File: config.mk
export PLATFORM = sky130hd
export DESIGN_NAME = multichannel_sample_scheduler_core
export DESIGN_NICKNAME = d
export VERILOG_FILES = /design/src/design/mss_pkg.sv /design/src/design/multichannel_sample_scheduler_core.sv
export SDC_FILE = /design/constraint.sdc
export NUM_CORES = 2
export LEC_CHECK = 0
export ABC_CLOCK_PERIOD_IN_PS = 9280
export BUFFER_PORTS_ARGS = -buffer_cell sky130_fd_sc_hd__buf_2
export CAP_MARGIN = 20
export CORE_ASPECT_RATIO = 0.8
export CORE_UTILIZATION = 40
export DETAILED_ROUTE_END_ITERATION = 6
export GPL_ROUTABILITY_DRIVEN = 0
export PLACE_DENSITY = 0.62
export SYNTH_ARGS = -nofsm -noshare
export SYNTH_HDL_FRONTEND = slang
export SYNTH_SLANG_ARGS = --single-unit
File: constraint.sdc
create_clock -name aclk -period 9.28 [get_ports aclk]
set_input_delay 1.856 -clock aclk [delete_from_list [all_inputs] [get_ports aclk]]
set_output_delay 1.856 -clock aclk [all_outputs]
set_load 0.02 [all_outputs]
File: src/design/mss_pkg.sv
// Package for the multichannel sample scheduler: register indexes, reset values,
// rate classes, the sequencer state type and the channel-to-class map.
// No dependencies.
package mss_pkg;

    localparam int unsigned STAMP_W   = 32;
    localparam int unsigned PERIOD_W  = 16;
    localparam int unsigned CHAN_W    = 5;
    localparam int unsigned CFG_ADDR_W = 3;
    localparam int unsigned DIV_CNT_W = 5;
    localparam int unsigned M_TDATA_W = 40;

    // Configuration register indexes
    localparam logic [CFG_ADDR_W-1:0] REG_PERIOD_BATTERY    = 3'd0;
    localparam logic [CFG_ADDR_W-1:0] REG_PERIOD_ATMOSPHERE = 3'd1;
    localparam logic [CFG_ADDR_W-1:0] REG_PERIOD_IMU        = 3'd2;
    localparam logic [CFG_ADDR_W-1:0] REG_PERIOD_GPS        = 3'd3;
    localparam logic [CFG_ADDR_W-1:0] REG_PERIOD_VOC        = 3'd4;
    localparam logic [CFG_ADDR_W-1:0] REG_FILE_PERIOD       = 3'd5;

    // Reset values
    localparam logic [PERIOD_W-1:0] RST_PERIOD_BATTERY    = 16'd500;
    localparam logic [PERIOD_W-1:0] RST_PERIOD_ATMOSPHERE = 16'd500;
    localparam logic [PERIOD_W-1:0] RST_PERIOD_IMU        = 16'd100;
    localparam logic [PERIOD_W-1:0] RST_PERIOD_GPS        = 16'd1000;
    localparam logic [PERIOD_W-1:0] RST_PERIOD_VOC        = 16'd500;
    localparam logic [STAMP_W-1:0]  RST_FILE_PERIOD       = 32'd60000;

    // Result kinds (carried on tuser)
    localparam logic KIND_SAMPLE = 1'b0;
    localparam logic KIND_FILE   = 1'b1;

    typedef enum logic [2:0] {
        CLS_BATTERY    = 3'd0,
        CLS_ATMOSPHERE = 3'd1,
        CLS_IMU        = 3'd2,
        CLS_GPS        = 3'd3,
        CLS_VOC        = 3'd4
    } cls_t;

    typedef enum logic [5:0] {
        S_IDLE = 6'b000001,
        S_LOAD = 6'b000010,
        S_DIV  = 6'b000100,
        S_BASE = 6'b001000,
        S_CMP  = 6'b010000,
        S_EMIT = 6'b100000
    } state_t;

    // Fixed channel map; channels past the map fall into the VOC class
    function automatic cls_t class_of(input logic [CHAN_W-1:0] ch);
        cls_t cls;
        priority if (ch == 5'd0)  cls = CLS_BATTERY;
        else if (ch <= 5'd5)      cls = CLS_ATMOSPHERE;
        else if (ch <= 5'd14)     cls = CLS_IMU;
        else if (ch <= 5'd19)     cls = CLS_GPS;
        else                      cls = CLS_VOC;
        return cls;
    endfunction

endpackage

File: src/design/multichannel_sample_scheduler_core.sv
// Multichannel periodic sample scheduler, top level and only module.
// Depends on mss_pkg (scoped references only).
//
// Usage
// - Slave channel: one item per millisecond tick, s_tdata = now_ms (32 bits).
//   s_tready is high only while the sequencer is idle.
// - Master channel: zero or more result items per tick, in order: an optional
//   new-file request (tuser = 1, channel 0), then one sample request
//   (tuser = 0) for each due channel in ascending index; tlast marks the
//   final item of the tick. A tick with nothing due gives no item.
// - Config port: cfg_wr_en / cfg_addr / cfg_wdata write one register per
//   cycle; indexes 0..4 are class periods (low 16 bits), 5 is the file
//   period. Indexes 6 and 7 are dropped. Write only while idle.
// Timing
// - One shared restoring divider works out stored % period, one bit a cycle.
//   Each of the NUM_CHANNELS+1 checks runs load, 32 divide steps, base and
//   compare in turn; the emit scan then walks the entries in order and
//   waits whenever the result register is stalled.
// - The result register holds its item while m_tready is low; the emit scan
//   waits on it, and the slave side stays closed until the scan is done.
// Reset: aresetn (synchronous, active low) restores the reset periods,
// clears all stored times, the due mask and the output valid.
module multichannel_sample_scheduler_core #(
    parameter int unsigned NUM_CHANNELS = 22
) (
    input  logic                                aclk,
    input  logic                                aresetn,
    // slave: [31:0] now_ms
    input  logic                                s_tvalid,
    output logic                                s_tready,
    input  logic [mss_pkg::STAMP_W-1:0]         s_tdata,
    // master: [4:0] channel, [36:5] stamp, [39:37] zero
    output logic                                m_tvalid,
    input  logic                                m_tready,
    output logic [mss_pkg::M_TDATA_W-1:0]       m_tdata,
    // master: [0] kind
    output logic                                m_tuser,
    output logic                                m_tlast,
    input  logic                                cfg_wr_en,
    input  logic [mss_pkg::CFG_ADDR_W-1:0]      cfg_addr,
    input  logic [mss_pkg::STAMP_W-1:0]         cfg_wdata
);

    // Entry 0 is the file check, entry k+1 is channel k
    localparam int unsigned NUM_ENTRIES = NUM_CHANNELS + 1;
    localparam int unsigned IDX_W = $clog2(NUM_ENTRIES);
    localparam int unsigned CH_W  = (NUM_CHANNELS > 1) ? $clog2(NUM_CHANNELS) : 1;
    localparam int unsigned SW    = mss_pkg::STAMP_W;

    mss_pkg::state_t state_reg, state_next;

    logic [IDX_W-1:0]    idx_reg, idx_next;
    logic [IDX_W-1:0]    eidx_reg, eidx_next;
    logic [mss_pkg::DIV_CNT_W-1:0] cnt_reg, cnt_next;
    logic [SW-1:0]       now_reg, now_next;
    logic [SW-1:0]       op_stored_reg, op_stored_next;
    logic [SW-1:0]       op_period_reg, op_period_next;
    logic [SW-1:0]       dvd_reg, dvd_next;
    logic [SW-1:0]       rem_reg, rem_next;
    logic [SW-1:0]       base_reg, base_next;
    logic [NUM_ENTRIES-1:0] mask_reg, mask_next;

    logic [mss_pkg::PERIOD_W-1:0] per_bat_reg, per_atm_reg, per_imu_reg;
    logic [mss_pkg::PERIOD_W-1:0] per_gps_reg, per_voc_reg;
    logic [SW-1:0]       file_period_reg;
    logic [SW-1:0]       last_file_reg;
    logic [SW-1:0]       last_time_reg [NUM_CHANNELS];

    logic                    m_valid_reg, m_valid_next;
    logic [mss_pkg::CHAN_W-1:0] m_chan_reg, m_chan_next;
    logic [SW-1:0]           m_stamp_reg, m_stamp_next;
    logic                    m_kind_reg, m_kind_next;
    logic                    m_last_reg, m_last_next;

    // Operand selection for the entry under test
    logic [IDX_W-1:0]    sel_ch;
    mss_pkg::cls_t       sel_cls;
    logic [SW-1:0]       cls_period;
    logic [SW-1:0]       sel_period;
    logic [SW-1:0]       sel_stored;

    // Divider step
    logic [SW:0]         div_shift;
    logic                div_ge;

    logic                due;
    logic                slot_free;
    logic [NUM_ENTRIES-1:0] mask_clr;
    logic [IDX_W-1:0]    emit_ch;

    assign sel_ch  = idx_reg - IDX_W'(1);
    assign sel_cls = mss_pkg::class_of(mss_pkg::CHAN_W'(sel_ch));

    always_comb begin
        unique case (sel_cls)
            mss_pkg::CLS_BATTERY:    cls_period = SW'(per_bat_reg);
            mss_pkg::CLS_ATMOSPHERE: cls_period = SW'(per_atm_reg);
            mss_pkg::CLS_IMU:        cls_period = SW'(per_imu_reg);
            mss_pkg::CLS_GPS:        cls_period = SW'(per_gps_reg);
            mss_pkg::CLS_VOC:        cls_period = SW'(per_voc_reg);
            default:                 cls_period = SW'(per_voc_reg);
        endcase
    end

    assign sel_period = (idx_reg == '0) ? file_period_reg : cls_period;
    assign sel_stored = (idx_reg == '0) ? last_file_reg
                                        : last_time_reg[sel_ch[CH_W-1:0]];

    assign div_shift = {rem_reg, dvd_reg[SW-1]};
    assign div_ge    = div_shift >= {1'b0, op_period_reg};

    // Due when the time since the rounded-down base exceeds the period
    assign due = (now_reg - base_reg) > op_period_reg;

    assign slot_free = !m_valid_reg || m_tready;

    always_comb begin
        mask_clr = mask_reg;
        mask_clr[eidx_reg] = 1'b0;
    end

    assign emit_ch = eidx_reg - IDX_W'(1);

    always_comb begin
        state_next     = state_reg;
        idx_next       = idx_reg;
        eidx_next      = eidx_reg;
        cnt_next       = cnt_reg;
        now_next       = now_reg;
        op_stored_next = op_stored_reg;
        op_period_next = op_period_reg;
        dvd_next       = dvd_reg;
        rem_next       = rem_reg;
        base_next      = base_reg;
        mask_next      = mask_reg;
        m_valid_next   = m_valid_reg && !m_tready;
        m_chan_next    = m_chan_reg;
        m_stamp_next   = m_stamp_reg;
        m_kind_next    = m_kind_reg;
        m_last_next    = m_last_reg;

        unique case (state_reg)
            mss_pkg::S_IDLE: begin
                if (s_tvalid) begin
                    now_next   = s_tdata;
                    idx_next   = '0;
                    mask_next  = '0;
                    state_next = mss_pkg::S_LOAD;
                end
            end
            mss_pkg::S_LOAD: begin
                // Latch operands and start the divider on the stored time
                op_stored_next = sel_stored;
                op_period_next = sel_period;
                dvd_next       = sel_stored;
                rem_next       = '0;
                cnt_next       = '0;
                state_next     = mss_pkg::S_DIV;
            end
            mss_pkg::S_DIV: begin
                // One restoring step: shift in a dividend bit, subtract if it fits
                rem_next = div_ge ? SW'(div_shift - {1'b0, op_period_reg})
                                  : div_shift[SW-1:0];
                dvd_next = {dvd_reg[SW-2:0], 1'b0};
                cnt_next = cnt_reg + mss_pkg::DIV_CNT_W'(1);
                if (cnt_reg == '1) begin
                    state_next = mss_pkg::S_BASE;
                end
            end
            mss_pkg::S_BASE: begin
                // A zero period applies no rounding
                base_next  = (op_period_reg == '0) ? op_stored_reg
                                                   : op_stored_reg - rem_reg;
                state_next = mss_pkg::S_CMP;
            end
            mss_pkg::S_CMP: begin
                if (due) begin
                    mask_next[idx_reg] = 1'b1;
                end
                if (idx_reg == IDX_W'(NUM_CHANNELS)) begin
                    eidx_next  = '0;
                    state_next = mss_pkg::S_EMIT;
                end else begin
                    idx_next   = idx_reg + IDX_W'(1);
                    state_next = mss_pkg::S_LOAD;
                end
            end
            mss_pkg::S_EMIT: begin
                priority if (mask_reg == '0) begin
                    state_next = mss_pkg::S_IDLE;
                end else if (mask_reg[eidx_reg]) begin
                    // Hold until the result register can take the item
                    if (slot_free) begin
                        m_valid_next = 1'b1;
                        m_kind_next  = (eidx_reg == '0) ? mss_pkg::KIND_FILE
                                                        : mss_pkg::KIND_SAMPLE;
                        m_chan_next  = (eidx_reg == '0) ? '0
                                                        : mss_pkg::CHAN_W'(emit_ch);
                        m_stamp_next = now_reg;
                        m_last_next  = (mask_clr == '0);
                        mask_next    = mask_clr;
                        eidx_next    = eidx_reg + IDX_W'(1);
                    end
                end else begin
                    eidx_next = eidx_reg + IDX_W'(1);
                end
            end
            default: begin
                state_next = mss_pkg::S_IDLE;
            end
        endcase
    end

    always_ff @(posedge aclk) begin
        if (!aresetn) begin
            state_reg   <= mss_pkg::S_IDLE;
            mask_reg    <= '0;
            m_valid_reg <= 1'b0;
        end else begin
            state_reg   <= state_next;
            mask_reg    <= mask_next;
            m_valid_reg <= m_valid_next;
        end
    end

    always_ff @(posedge aclk) begin
        idx_reg       <= idx_next;
        eidx_reg      <= eidx_next;
        cnt_reg       <= cnt_next;
        now_reg       <= now_next;
        op_stored_reg <= op_stored_next;
        op_period_reg <= op_period_next;
        dvd_reg       <= dvd_next;
        rem_reg       <= rem_next;
        base_reg      <= base_next;
        m_chan_reg    <= m_chan_next;
        m_stamp_reg   <= m_stamp_next;
        m_kind_reg    <= m_kind_next;
        m_last_reg    <= m_last_next;
    end

    // Configuration registers; out-of-range indexes are dropped
    always_ff @(posedge aclk) begin
        if (!aresetn) begin
            per_bat_reg     <= mss_pkg::RST_PERIOD_BATTERY;
            per_atm_reg     <= mss_pkg::RST_PERIOD_ATMOSPHERE;
            per_imu_reg     <= mss_pkg::RST_PERIOD_IMU;
            per_gps_reg     <= mss_pkg::RST_PERIOD_GPS;
            per_voc_reg     <= mss_pkg::RST_PERIOD_VOC;
            file_period_reg <= mss_pkg::RST_FILE_PERIOD;
        end else if (cfg_wr_en) begin
            unique case (cfg_addr)
                mss_pkg::REG_PERIOD_BATTERY:    per_bat_reg <= cfg_wdata[15:0];
                mss_pkg::REG_PERIOD_ATMOSPHERE: per_atm_reg <= cfg_wdata[15:0];
                mss_pkg::REG_PERIOD_IMU:        per_imu_reg <= cfg_wdata[15:0];
                mss_pkg::REG_PERIOD_GPS:        per_gps_reg <= cfg_wdata[15:0];
                mss_pkg::REG_PERIOD_VOC:        per_voc_reg <= cfg_wdata[15:0];
                mss_pkg::REG_FILE_PERIOD:       file_period_reg <= cfg_wdata;
                default: ;
            endcase
        end
    end

    // Stored times: advance to the tick time when the entry is found due
    always_ff @(posedge aclk) begin
        if (!aresetn) begin
            last_file_reg <= '0;
            for (int i = 0; i < NUM_CHANNELS; i++) begin
                last_time_reg[i] <= '0;
            end
        end else if (state_reg == mss_pkg::S_CMP && due) begin
            if (idx_reg == '0) begin
                last_file_reg <= now_reg;
            end else begin
                last_time_reg[sel_ch[CH_W-1:0]] <= now_reg;
            end
        end
    end

    assign s_tready = (state_reg == mss_pkg::S_IDLE);
    assign m_tvalid = m_valid_reg;
    assign m_tdata  = {{(mss_pkg::M_TDATA_W - SW - mss_pkg::CHAN_W){1'b0}},
                       m_stamp_reg, m_chan_reg};
    assign m_tuser  = m_kind_reg;
    assign m_tlast  = m_last_reg;

    // No due entries may be left over once the sequencer is back to idle
    a_idle_mask_empty: assert property (@(posedge aclk) disable iff (!aresetn)
        state_reg == mss_pkg::S_IDLE |-> mask_reg == '0)
        else $error("due mask not empty in idle");

    // Divider remainder must be below a nonzero divisor
    a_rem_below_period: assert property (@(posedge aclk) disable iff (!aresetn)
        (state_reg == mss_pkg::S_BASE && op_period_reg != '0)
            |-> rem_reg < op_period_reg)
        else $error("remainder not below period");

    // A due file check stores the tick time
    a_file_time_stored: assert property (@(posedge aclk) disable iff (!aresetn)
        (state_reg == mss_pkg::S_CMP && due && idx_reg == '0)
            |=> last_file_reg == $past(now_reg))
        else $error("file time not updated");

    // File results always carry channel zero
    a_file_chan_zero: assert property (@(posedge aclk) disable iff (!aresetn)
        (m_valid_reg && m_kind_reg == mss_pkg::KIND_FILE) |-> m_chan_reg == '0)
        else $error("file result with nonzero channel");

endmodule

Word level (Yosys, flattened, before mapping)
Memories as Yosys holds them, arrays and structs flattened.
Cells that the tools add are included.
Widths: inputs -> output; s select.
- register bits: 420
- word-level logic and storage cells: 154
- memories kept: 1
- input port bits: 72
- bits in writable memories: 704
- memories (name ; depth ; bits a word ; read ports ; clocked after Yosys merged registers in ; write ports ; line ; RTL):
    last_time_reg ; 22 ; 32 ; 1 ; 0 ; 22 ; multichannel_sample_scheduler_core.sv:67 ; logic [SW-1:0] last_time_reg [NUM_CHANNELS];
- $lt $le $gt $ge: 9
- multiplexer cells: 50
- bitwise operators: 4
- add/sub/neg operators: 8
- reductions and logical operators: 33
- eq/ne operators: 26
- operator list (kind ; number):
    $mux 32 ; 5
    $pmux 32 s2 ; 2
    $mux 23 ; 5
    $sub 32x32->32 ; 3
    $pmux 23 s3 ; 1
    $pmux 16 s4 ; 1
    $logic_not 23->1 ; 2
    $pmux 6 s6 ; 1
    $mux 5 ; 7
    $ge 33x32->1 ; 1
    $gt 32x32->1 ; 1
    $logic_not 32->1 ; 1
    $reduce_or 32->1 ; 1
    $pmux 5 s2 ; 3
    $mux 6 ; 4
    $and 23x23->23 ; 1
    $not 23->23 ; 1
    $or 23x23->23 ; 1
    $ne 2x2->1 const B ; 9
    $reduce_and 2->1 ; 8
    $add 5x1->5 const B ; 3
    $logic_not 5->1 ; 3
    $mux 1 ; 14
    $eq 3x2->1 const B ; 4
    other kinds (29) ; 48

Depth between registers and ports, before layout
- word-level depth: 10
- mapped depth: 26

Worst setup path after synthesis
Ideal clock, no wire load.
- path type: register to register
- start point: register now_reg[0]
- end point: memory last_time_reg[24][0] in the netlist's numbering, enable pin
- path buffers: 1
- path slack: 1.195 ns
- setup time: 0.501 ns
- data arrival time: 7.583 ns
- stages on the path, launching flop included: 24
- path through: edfxtp_1 > inv_1 > ha_1 > inv_1 > fa_1 > a211o_1 > a21oi_1 > nor3_1 > o31a_1 > a41o_1 > o31a_1 > o21a_1 > nor2_1 > xnor2_1 > ha_1 > nand4_1 > or2_1 > nor3_2 > o21a_1 > nand2_1 > o211ai_4 > nand2_1 > buf_2 > nor4_1
- RTL lines (item ; line ; RTL):
    from (decl) ; multichannel_sample_scheduler_core.sv:55 ; logic [SW-1:0] now_reg, now_next;
    from (signal assigned) ; multichannel_sample_scheduler_core.sv:230 ; now_reg <= now_next;
    to (decl) ; multichannel_sample_scheduler_core.sv:67 ;

==> reports/metrics.cfg <==
[floorplanning]
die_x_um = 454.6
die_area_sq_mm = 0.1655
rows = 132
die_y_um = 364.1
core_sq_mm = 0.1624
ios = 116
start_util_pct = 40.37

[setup_path]
max_stage_delay_ns = 0.96
cp.arrival_ns = 8.52
worstSetupPathType = reg2reg
crit_chain = ha_1 -> and3_1 -> o31ai_1 -> nand4b_1 -> o31a_1 -> a41o_1 -> o31a_1 -> o21a_1 -> nor2_1 -> xnor2_1 -> ha_1 -> nand4_1 -> or2_1 -> nor3_2 -> o21a_1 -> nand2_1 -> o211ai_4 -> nand2_1 -> or3_4 -> o21ai_4 -> buf_4
slowest_stage = edfxtp_1
startpoint = now_reg[15]
cp_top_family = compound AO/OA/AOI/OAI gates
crit_buf_inv = 1
cp.required_ns = 9.73
worst_r2r_endpoint = last_time_reg[20][8]
r2r-start = now_reg[15]
cp_num_cells = 21
cp_max_fo = 67
crit_end = last_time_reg[20][8]
r2r_cells = 21
regToRegSetupSlack_ns = 1.22
crit_path_start_kind = flop
cp-end-kind = flop

[power]
total_power_mw = 19.86
ir_drop_mv = 0.2501
powerDensity_mw_per_mm2 = 269.9
cellLeakagePower_nw = 25.31

[timing]
timing.fmax_mhz = 124.0
finalHoldViolCount = 0
fin_crit_sh_pct = 86.89
worst_pin_slew_ns = 1.105
finClkSkew_ns = 0.03587
rsz0062_at_grt = no
postLayoutSetupSlackWorst_ns = 1.216
slew_viol_final = 0
fin_tns_setup_ns = 0
slew_headroom_pct = 26.30
setup_viol = 0
post-route-min-period_ns = 8.064

[clock_network]
cts_resized = 0
root_buffer = clkbuf_16
cts_tree = done
clk_pin_slew_ns = 0.06
cts_hold_buf = 0
clk_path_buf_depth = 3
clkLatencyLatePin_ns = 0.80
cts_buffers = 149
post_cts_buffers = 0
cts.sinks = 1444
h-tree-depth = 4

[grt]
grt_pass1_wl_um = 281300
antenna_found_initial = 9
gr-total-overflow = 0
grt_max_degree = 122
grt_usage_pct = 23.27
grt_pass1_vias = 40406

[route]
drcViolationCount = 0
drtIter0Drc = 5858
drtPass1Iterations = 6
wirelength_um = 194400
ant_nets = 0
vias = 42693
viasPerCell = 5.838
wl_per_cell_um = 26.58

[synth]
synth-edff-count = 1270
synth_cell_types = 83
synth_area_leader_cell = edfxtp_1
synth-seq-cells = 1444
syn_area_per_cell_sq_um = 13.20
synth_area_sq_mm = 0.06554
synthTopCellsByCount = edfxtp_1 (1270), nor2_1 (838), nand2_1 (685)
syn_inst = 4967
ys_top_cells_by_area = edfxtp_1 (58%), mux4_2 (11%), dfxtp_1 (5.3%)
ys_warn_count = 0
ys.flop_type = edfxtp_1
synth_seq_area_share_pct = 63.50
ys_async_sr_fraction_pct = 0
yosysTopAreaCellShare_pct = 58.19
synth.most_common_cell = edfxtp_1

[final_layout]
drive_above_1_share_pct = 16.37
largest_register_ff_count = 1024
final_area_sq_mm = 0.07360
syn_to_final_growth_pct = 12.29
nets = 5263
fill_cells = 14362

[placed_design]
dp_hpwl_um = 126600
post-place-ws_ns = 1.483
dpl_cell_area_sq_mm = 0.06883
port_buffers = 112

[hold_path]
hold_class = reg2reg

[status]
outcome = finished clean

[flow_run]
drv_cap = 0

==> placed cells by master, fill, tap and decap left out, drive strengths merged, types with 24 or more instances in the layout <==
cell type / instances
a21o: 34
clkinv: 59
o21a: 24
inv: 140
nand2: 685
xnor2: 48
mux4: 326
clkbuf: 191
ha: 139
mux2i: 67
buf: 222
xor2: 35
nor3: 46
and2: 49
nor4: 31
nor2: 838
o21ai: 164
a21oi: 206
edfxtp: 1270
nand3: 87
dfxtp: 174
==> cell type report <==
class	instances	area, sq um	share of cell area (%)
antenna	2	5.005	0.006800
clock buffer	191	4079	5.542
clock inverter	78	676.9	0.9197
inverter	132	498.0	0.6766
multi-input combinational	3100	22590	30.69
sequential	1444	41620	56.55
tap	2144	2683	3.645
timing repair buffer	222	1451	1.972
==> logic make-up after synthesis <==
family	after synthesis	synth area share (%)
simple gates	1865	11.82
buf+inv	425	2.667
flops	1444	63.50
xor+xnor	83	1.109
fa+ha+maj	142	2.745
compound gates	610	5.857
other cells	1	0.005721
mux	397	12.29
==> through the flow <==
step,hold slack (ns),util [%],cells
after floorplan,0.4317,-,4969
after global placement,0.4383,42.40,7041
after detailed placement,0.4437,42.40,7041
after CTS,0.4520,45.33,7310
after global routing,0.4720,45.33,7313
final,0.4508,45.33,7313
==> worst min-delay path by stage <==
stage / startpoint / to / cells past startpoint
after global placement: per_voc_reg[14] / per_voc_reg[14] / 2
after detailed placement: file_period_reg[28] / file_period_reg[28] / 2
final: file_period_reg[16] / file_period_reg[16] / 2
after global routing: per_bat_reg[14] / per_bat_reg[14] / 2
after floorplan: file_period_reg[16] / file_period_reg[16] / 2
after CTS: file_period_reg[28] / file_period_reg[28] / 2
==> tightest hold or removal path, delay by kind of cell, from the launching register on <==
kind               cells  cell delay [ns]
DFF                    1             0.30
and+or+nand+nor        1             0.05
AOI/OAI and AO/OA      1             0.05
==> metal layers <==
metal | wire length (um) | global-route usage (%) | up-vias
li1 | - | - | 18557
met1 | 82980 | 34.12 | 21581
met2 | 86730 | 34.81 | 2253
met3 | 19770 | 4.834 | 300
met4 | 4907 | 6.694 | 2
met5 | 13 | 0 | -
==> power by group <==
group / switching (mW) / internal [mW]
clock: 2.58 / 3.34
sequential: 0.174 / 7.59
combinational: 3.94 / 2.24
total: 6.69 / 13.2
No activity file was read; power rests on OpenSTA's default activity.
